==> config.mk <==
export PLATFORM = sky130hd
export DESIGN_NAME = nonpreemptive_job_scheduler
export DESIGN_NICKNAME = d
export VERILOG_FILES = /design/src/rtl/njs_pkg.sv /design/src/rtl/njs_ram.sv /design/src/rtl/njs_cmp.sv /design/src/rtl/nonpreemptive_job_scheduler.sv
export SDC_FILE = /design/constraint.sdc
export NUM_CORES = 2
export LEC_CHECK = 0
export ABC_CLOCK_PERIOD_IN_PS = 7600
export BUFFER_PORTS_ARGS = -buffer_cell sky130_fd_sc_hd__clkbuf_2
export CORE_AREA = 8 8 409 411
export DETAILED_ROUTE_END_ITERATION = 10
export DIE_AREA = 0 0 417 419
export GPL_TIMING_DRIVEN = 0
export PLACE_DENSITY = 0.56
export SLEW_MARGIN = 40
export SYNTH_ARGS = -nofsm -noshare
export SYNTH_HDL_FRONTEND = slang
export SYNTH_SLANG_ARGS = --single-unit
==> constraint.sdc <==
create_clock -name clk_i -period 7.6 [get_ports clk_i]
set_input_delay 0.38 -clock clk_i [delete_from_list [all_inputs] [get_ports clk_i]]
set_output_delay 0.38 -clock clk_i [all_outputs]
set_load 0.01 [all_outputs]
==> src/rtl/njs_pkg.sv <==
// types, constants and key selection shared by the job scheduler modules
`timescale 1ns / 1ps

package njs_pkg;

  localparam int unsigned ARR_W   = 16;
  localparam int unsigned BURST_W = 16;
  localparam int unsigned PRI_W   = 8;
  localparam int unsigned KEY_W   = 16;
  localparam int unsigned TIME_W  = 22;
  localparam int unsigned WAIT_W  = 27;
  localparam int unsigned OIDX_W  = 5;
  localparam int unsigned MODE_W  = 2;

  localparam logic [MODE_W-1:0] MODE_FCFS = 2'd0;
  localparam logic [MODE_W-1:0] MODE_SJF  = 2'd1;
  localparam logic [MODE_W-1:0] MODE_PRIO = 2'd2;

  localparam logic KIND_RUN  = 1'b0;
  localparam logic KIND_IDLE = 1'b1;

  // arrival sits in the low bits, matching the input word layout
  typedef struct packed {
    logic [PRI_W-1:0]   pri;
    logic [BURST_W-1:0] burst;
    logic [ARR_W-1:0]   arr;
  } job_t;

  function automatic logic [KEY_W-1:0] mode_key(input job_t j, input logic [MODE_W-1:0] m);
    logic [KEY_W-1:0] k;
    case (m)
      MODE_FCFS: k = j.arr;
      MODE_SJF:  k = j.burst;
      default:   k = {{(KEY_W-PRI_W){1'b0}}, j.pri};
    endcase
    return k;
  endfunction

endpackage

==> src/rtl/njs_ram.sv <==
// generic single write port ram with registered read
`timescale 1ns / 1ps

module njs_ram #(
  parameter int unsigned WIDTH = 40,
  parameter int unsigned DEPTH = 32,
  localparam int unsigned AW = (DEPTH > 1) ? $clog2(DEPTH) : 1
) (
  input  logic             clk_i,
  input  logic             we_i,
  input  logic [AW-1:0]    waddr_i,
  input  logic [WIDTH-1:0] wdata_i,
  input  logic             re_i,
  input  logic [AW-1:0]    raddr_i,
  output logic [WIDTH-1:0] rdata_o
);

  logic [WIDTH-1:0] mem [DEPTH];
  logic [WIDTH-1:0] rdata_q;

  always_ff @(posedge clk_i) begin
    if (we_i) begin
      mem[waddr_i] <= wdata_i;
    end
    if (re_i) begin
      rdata_q <= mem[raddr_i];
    end
  end

  assign rdata_o = rdata_q;

endmodule

==> src/rtl/njs_cmp.sv <==
// shared compare unit: does the candidate job beat the current best
`timescale 1ns / 1ps

module njs_cmp
  import njs_pkg::*;
(
  input  job_t              cand_i,
  input  job_t              best_i,
  input  logic [TIME_W-1:0] cur_time_i,
  input  logic [MODE_W-1:0] mode_i,
  output logic              beats_o
);

  logic             cand_in, best_in;
  logic [KEY_W-1:0] p1, p2, s1, s2;

  always_comb begin
    cand_in = {{(TIME_W-ARR_W){1'b0}}, cand_i.arr} <= cur_time_i;
    best_in = {{(TIME_W-ARR_W){1'b0}}, best_i.arr} <= cur_time_i;
    if (cand_in) begin
      p1 = mode_key(cand_i, mode_i);
      p2 = mode_key(best_i, mode_i);
      s1 = cand_i.arr;
      s2 = best_i.arr;
    end else begin
      // nobody arrived: earliest arrival first, then the mode key
      p1 = cand_i.arr;
      p2 = best_i.arr;
      s1 = mode_key(cand_i, mode_i);
      s2 = mode_key(best_i, mode_i);
    end
    if (cand_in != best_in) begin
      beats_o = cand_in;
    end else if (p1 != p2) begin
      beats_o = p1 < p2;
    end else begin
      beats_o = s1 < s2;
    end
  end

endmodule

==> src/rtl/nonpreemptive_job_scheduler.sv <==
// non-preemptive fcfs / sjf / priority scheduler top level
//
//  channel   dir  handshake            contents
//  s_axis    in   tvalid/tready        job word, tlast starts the run
//  m_axis    out  tvalid/tready        interval word, tuser = kind, tlast = final
//  cfg       in   cfg_we_i             policy mode
//
// each accepted job word is written to the job ram while it has room; the last one starts the schedule
// each pick scans the n loaded jobs through the job ram and one compare unit,
// then emits the picked job's interval, preceded by an idle interval when it has not yet arrived
// input is held off until the run ends
// output stalls hold the sequencer; reset clears counters, flags and the clock
`timescale 1ns / 1ps

module nonpreemptive_job_scheduler
  import njs_pkg::*;
#(
  parameter int unsigned MAX_JOBS = 32
) (
  input  logic        clk_i,
  input  logic        rst_ni,
  input  logic        cfg_we_i,
  input  logic [1:0]  cfg_wdata_i,
  input  logic        s_axis_tvalid,
  output logic        s_axis_tready,
  // arrival_time[15:0], burst_length[31:16], job_priority[39:32]
  input  logic [39:0] s_axis_tdata,
  input  logic        s_axis_tlast,
  output logic        m_axis_tvalid,
  input  logic        m_axis_tready,
  // job_index[4:0], start_time[26:5], end_time[48:27], total_wait[75:49], zeros
  output logic [79:0] m_axis_tdata,
  // interval_kind
  output logic        m_axis_tuser,
  output logic        m_axis_tlast
);

  localparam int unsigned IDX_W = (MAX_JOBS > 1) ? $clog2(MAX_JOBS) : 1;
  localparam int unsigned CNT_W = $clog2(MAX_JOBS + 1);
  localparam logic [CNT_W-1:0] MAX_CNT = CNT_W'(MAX_JOBS);

  localparam logic [1:0] ST_LOAD = 2'd0;
  localparam logic [1:0] ST_SCAN = 2'd1;
  localparam logic [1:0] ST_EMIT = 2'd2;

  logic [1:0]          state_q, state_d;
  logic [MODE_W-1:0]   mode_q;
  logic [CNT_W-1:0]    cnt_q, cnt_d;
  logic [CNT_W-1:0]    rem_q, rem_d;
  logic [CNT_W-1:0]    iss_q, iss_d;
  logic                pend_q, pend_d;
  logic [IDX_W-1:0]    rd_idx_q, rd_idx_d;
  logic [MAX_JOBS-1:0] done_q, done_d;
  logic [TIME_W-1:0]   cur_q, cur_d;
  logic [WAIT_W-1:0]   wait_q, wait_d;
  logic                best_vld_q, best_vld_d;
  job_t                best_q, best_d;
  logic [IDX_W-1:0]    best_idx_q, best_idx_d;

  logic                out_vld_q, out_vld_d;
  logic                out_kind_q, out_kind_d;
  logic [OIDX_W-1:0]   out_idx_q, out_idx_d;
  logic [TIME_W-1:0]   out_start_q, out_start_d;
  logic [TIME_W-1:0]   out_end_q, out_end_d;
  logic [WAIT_W-1:0]   out_wait_q, out_wait_d;
  logic                out_last_q, out_last_d;

  logic                load_acc;
  logic                ram_we;
  logic                ram_re;
  job_t                ram_rdata;
  logic                beats;
  logic                take;
  logic                slot_free;
  logic [TIME_W-1:0]   best_arr_ext;
  logic [TIME_W-1:0]   run_end;
  logic [TIME_W-1:0]   job_wait;
  logic [WAIT_W-1:0]   wait_new;

  assign s_axis_tready = (state_q == ST_LOAD);
  assign load_acc      = s_axis_tvalid && s_axis_tready;
  assign ram_we        = load_acc && (cnt_q < MAX_CNT);
  assign ram_re        = (state_q == ST_SCAN) && (iss_q != cnt_q);

  njs_ram #(
    .WIDTH ($bits(job_t)),
    .DEPTH (MAX_JOBS)
  ) u_jobs (
    .clk_i   (clk_i),
    .we_i    (ram_we),
    .waddr_i (cnt_q[IDX_W-1:0]),
    .wdata_i (s_axis_tdata),
    .re_i    (ram_re),
    .raddr_i (iss_q[IDX_W-1:0]),
    .rdata_o (ram_rdata)
  );

  njs_cmp u_cmp (
    .cand_i     (ram_rdata),
    .best_i     (best_q),
    .cur_time_i (cur_q),
    .mode_i     (mode_q),
    .beats_o    (beats)
  );

  assign take         = pend_q && !done_q[rd_idx_q] && (!best_vld_q || beats);
  assign slot_free    = !out_vld_q || m_axis_tready;
  assign best_arr_ext = {{(TIME_W-ARR_W){1'b0}}, best_q.arr};
  assign run_end      = cur_q + {{(TIME_W-BURST_W){1'b0}}, best_q.burst};
  assign job_wait     = cur_q - best_arr_ext;
  assign wait_new     = wait_q + {{(WAIT_W-TIME_W){1'b0}}, job_wait};

  always_comb begin
    state_d     = state_q;
    cnt_d       = cnt_q;
    rem_d       = rem_q;
    iss_d       = iss_q;
    pend_d      = 1'b0;
    rd_idx_d    = rd_idx_q;
    done_d      = done_q;
    cur_d       = cur_q;
    wait_d      = wait_q;
    best_vld_d  = best_vld_q;
    best_d      = best_q;
    best_idx_d  = best_idx_q;
    out_vld_d   = out_vld_q && !m_axis_tready;
    out_kind_d  = out_kind_q;
    out_idx_d   = out_idx_q;
    out_start_d = out_start_q;
    out_end_d   = out_end_q;
    out_wait_d  = out_wait_q;
    out_last_d  = out_last_q;

    // compare stage works on the registered ram read, tracked by pend_q and rd_idx_q
    if (take) begin
      best_vld_d = 1'b1;
      best_d     = ram_rdata;
      best_idx_d = rd_idx_q;
    end

    case (state_q)
      ST_LOAD: begin
        if (load_acc) begin
          if (ram_we) begin
            cnt_d = cnt_q + 1'b1;
          end
          if (s_axis_tlast) begin
            rem_d      = ram_we ? cnt_q + 1'b1 : cnt_q;
            iss_d      = '0;
            best_vld_d = 1'b0;
            state_d    = ST_SCAN;
          end
        end
      end
      ST_SCAN: begin
        if (iss_q != cnt_q) begin
          pend_d   = 1'b1;
          rd_idx_d = iss_q[IDX_W-1:0];
          iss_d    = iss_q + 1'b1;
        end else begin
          state_d = ST_EMIT;
        end
      end
      ST_EMIT: begin
        if (slot_free) begin
          out_vld_d = 1'b1;
          if (best_arr_ext > cur_q) begin
            out_kind_d  = KIND_IDLE;
            out_idx_d   = '0;
            out_start_d = cur_q;
            out_end_d   = best_arr_ext;
            out_wait_d  = '0;
            out_last_d  = 1'b0;
            cur_d       = best_arr_ext;
          end else begin
            out_kind_d  = KIND_RUN;
            out_idx_d   = OIDX_W'(best_idx_q);
            out_start_d = cur_q;
            out_end_d   = run_end;
            done_d[best_idx_q] = 1'b1;
            if (rem_q == CNT_W'(1)) begin
              out_wait_d = wait_new;
              out_last_d = 1'b1;
              done_d     = '0;
              cnt_d      = '0;
              cur_d      = '0;
              wait_d     = '0;
              state_d    = ST_LOAD;
            end else begin
              out_wait_d = '0;
              out_last_d = 1'b0;
              cur_d      = run_end;
              wait_d     = wait_new;
              rem_d      = rem_q - 1'b1;
              iss_d      = '0;
              best_vld_d = 1'b0;
              state_d    = ST_SCAN;
            end
          end
        end
      end
      default: begin
        state_d = ST_LOAD;
      end
    endcase
  end

  always_ff @(posedge clk_i or negedge rst_ni) begin
    if (!rst_ni) begin
      state_q    <= ST_LOAD;
      mode_q     <= MODE_FCFS;
      cnt_q      <= '0;
      rem_q      <= '0;
      iss_q      <= '0;
      pend_q     <= 1'b0;
      rd_idx_q   <= '0;
      done_q     <= '0;
      cur_q      <= '0;
      wait_q     <= '0;
      best_vld_q <= 1'b0;
      out_vld_q  <= 1'b0;
    end else begin
      state_q    <= state_d;
      if (cfg_we_i) begin
        mode_q <= cfg_wdata_i;
      end
      cnt_q      <= cnt_d;
      rem_q      <= rem_d;
      iss_q      <= iss_d;
      pend_q     <= pend_d;
      rd_idx_q   <= rd_idx_d;
      done_q     <= done_d;
      cur_q      <= cur_d;
      wait_q     <= wait_d;
      best_vld_q <= best_vld_d;
      out_vld_q  <= out_vld_d;
    end
  end

  always_ff @(posedge clk_i) begin
    best_q      <= best_d;
    best_idx_q  <= best_idx_d;
    out_kind_q  <= out_kind_d;
    out_idx_q   <= out_idx_d;
    out_start_q <= out_start_d;
    out_end_q   <= out_end_d;
    out_wait_q  <= out_wait_d;
    out_last_q  <= out_last_d;
  end

  assign m_axis_tvalid = out_vld_q;
  assign m_axis_tdata  = {4'b0, out_wait_q, out_end_q, out_start_q, out_idx_q};
  assign m_axis_tuser  = out_kind_q;
  assign m_axis_tlast  = out_last_q;

endmodule
==> flow_summary.toml <==
[clocking]
cts.sinks = 1554
cts_tree = "yes"
clk_pin_slew_ns = 0.06
post_cts_resized = 0
cts_buffers = 163
cts_root_buf = "clkbuf_16"
htree_num_levels = 4
clock_path_buffers = 3
clk_latency_ns = 0.80

[route]
drt-total-wl_mm = 171
drc = 0
viasPerCell = 5.58
first_pass_iters = 8
drt_iter0_markers = 3859
wire_per_inst_um = 28.3
ant_nets = 0
num_vias = 33800

[setup_path]
cp-endpoint = "best_q[34]"
slowest_stage = "clkbuf_1"
crit_buf_inv = 5
crit_type = "register to register"
end_kind = "register"
critical_path_required_ns = 8.09
worstPathArrival_ns = 6.89
cp-startpoint = "cur_q[17]"
cp_max_fo = 18
crit_chain = "clkbuf_1, or4_4, or3_1, a41o_1, a31oi_1, clkbuf_1, clkbuf_1, a22oi_1, ha_1, a21oi_1, o21ai_0, a2111oi_0, o221ai_1, o31ai_1, o41ai_1, maj3_2, a21oi_4, buf_16, buf_8"
worstSetupStartpointType = "register"
r2r-start = "cur_q[17]"
crit_family = "compound AO/OA/AOI/OAI gates"
crit_top_cell = "clkbuf_1"
rr_endpoint = "best_q[34]"
reg2reg_depth = 19
slowest_delay_ns = 0.53
path_depth = 19
reg2reg_slack_ns = 1.20

[synthesis]
ys_types = 77
ys.flop_type = "edfxtp_1"
synthArstFlopShare_pct = 7.14
synth-edff-count = 1443
yosys_warnings = 0
syn_area_um2 = 63900
syn_inst = 3321
ys_seq_area_share_pct = 72.1
synth-seq-cells = 1554
avgSynthCellArea_um2 = 19.2

[finish]
nFillCells = 13500
multi_input_area_um2 = 17200
regArea_um2 = 46100
final_cell_mix = "edfxtp_1, mux4_2, clkbuf_2, clkbuf_16, a21oi_1"
layout.nets = 3904
layout_commonest_cell = "edfxtp_1"
area_delta_synth_final_pct = 18.4
postLayoutCoreUtil_pct = 46.9
drive_gt1_share_pct = 28.3
final_area_um2 = 75700

[floorplan]
core_area_um2 = 161000
dieArea_um2 = 175000
initial_utilization_pct = 39.6
ios = 132
die_y_um = 419
rows = 148
dieWidth_um = 417

[timing]
fmax_mhz = 156
setup_viol = 0
finClkSkew_ns = 0.0475
hold_viol = 0
tns_ns = 0
rsz0062_at_grt = "false"
min_period_ns = 6.40
slew_headroom_pct = 39.7
fin_crit_sh_pct = 84.2
worst-slew-pin-transition_ns = 0.905
finalWorstSetupSlack_ns = 1.20
slew_viol_final = 0

[global_route]
antenna_found_initial = 12
grt_pass1_vias = 34200
grt_pass1_wl_mm = 246
globalRouteMet3Util_pct = 3.55
grtUsageMet1_pct = 26.7
use_met2_pct = 31.7
grt_start_max_net_pins = 60
grt_util_all_layers_pct = 19.3
grt.busiest_layer = "met2"
grt_overflow = 0

[placement]
dp.final_hpwl_mm = 118
place_area_um2 = 70300
dpl_worst_slack_ns = 1.18
place_congestion = 0.915
port_buffers = 127

[min_path]
holdPathStages = 4
holdCritStartpoint = "s_axis_tvalid"
hold_path_class = "input pin to register"

[status]
status = "finished clean"

[flow_run]
drv_cap = 0

[pwr]
p_total_w = 0.0294
p_leak_nw = 25.2
power.density_nw_per_um2 = 389
vdd.ir_drop.worst_mv = 0.235
==> metrics by stage <==
stage / std cells / hold slack (ns)
floorplan: 3324 / 0.0844
global placement: 5626 / 0.429
detailed placement: 5750 / 0.419
CTS: 6051 / 0.0665
global route: 6052 / 0.142
finish: 6052 / 0.111
==> report_power, final <==
group	internal (W)	switching, W
Clock	0.00449	0.00338
Sequential	0.0103	0.000614
Combinational	0.00459	0.00601
Total	0.0194	0.0100
==> state kept, by name (all words and copies together), names as in the netlist, 2 cells and up <==
signal and cells:
out_start_q 22, best_arr_ext 16, out_wait_q 27, best_q 24, wait_q 27, rd_idx_q 5
u_jobs.rdata_o 40, out_end_q 22, done_q 32, rem_q 6, cnt_q 6, state_q 2
cur_q 22, mode_q 2, best_idx_q 5, u_jobs.mem 1280, iss_q 6, out_idx_q 5
==> worst min-delay path by stage <==
stage,endpoint,slack [ns]
floorplan,best_vld_q,0.08
global placement,best_idx_q[1],0.43
detailed placement,wait_q[22],0.42
CTS,cnt_q[0],0.07
global route,cnt_q[1],0.14
finish,cnt_q[0],0.11
==> per-layer routing <==
| layer | up-vias | part of all wire (%) | wire length [µm] |
|---|---|---|---|
| li1 | 14600 | - | - |
| met1 | 17800 | 43 | 73700 |
| met2 | 1160 | 48 | 82600 |
| met3 | 243 | 6.3 | 10900 |
| met4 | 4 | 2.4 | 4170 |
| met5 | - | 0.020 | 34 |
==> Yosys cell counts, types with 23 or more instances <==
cell	instances	share of area, %
a22o_1	27	0.37
nand2_1	108	0.63
mux4_2	410	14
o22ai_1	30	0.29
inv_1	65	0.38
a21oi_1	129	1.0
dfrtp_1	111	4.3
edfxtp_1	1443	68
mux2_2	46	0.81
a22oi_1	31	0.36
a31oi_1	29	0.28
ha_1	108	2.1
nor2_1	134	0.79
o21ai_0	86	0.67
a21o_1	28	0.33
nor3_1	23	0.18
clkbuf_1	108	0.63
xnor2_1	51	0.70
buf_1	42	0.25
==> tightest hold or removal path, delay by kind of cell <==
| family | cells | cell delay (ns) |
|---|---|---|
| AOI/OAI and AO/OA | 2 | 0.26 |
| and+or+nand+nor | 1 | 0.13 |
| buffers and inverters | 1 | 0.10 |
==> what timing repair did <==
action,CTS,global route
hold buffers,5,0
setup buffers,0,0
endpoints found under the hold margin,114,0
==> area by class of cell <==
type | count | area share [%]
Antenna cell | 1 | 0.00331
Buffer | 166 | 1.03
Clock buffer | 193 | 5.70
Clock inverter | 103 | 1.28
Inverter | 66 | 0.334
Multi-Input combinational cell | 1538 | 22.7
Sequential cell | 1554 | 60.9
Tap cell | 2175 | 3.60
Timing Repair Buffer | 256 | 4.46
==> cells by family after synthesis <==
family | synth area share, %
muxes | 15.3
DFF | 72.1
buffers and inverters | 1.45
other | 0.00587
xor gates and xnor gates | 0.904
AOI/OAI and AO/OA | 4.78
adders and majority gates | 2.23
and+or+nand+nor | 3.16
Power figures use the tool's default switching activity.
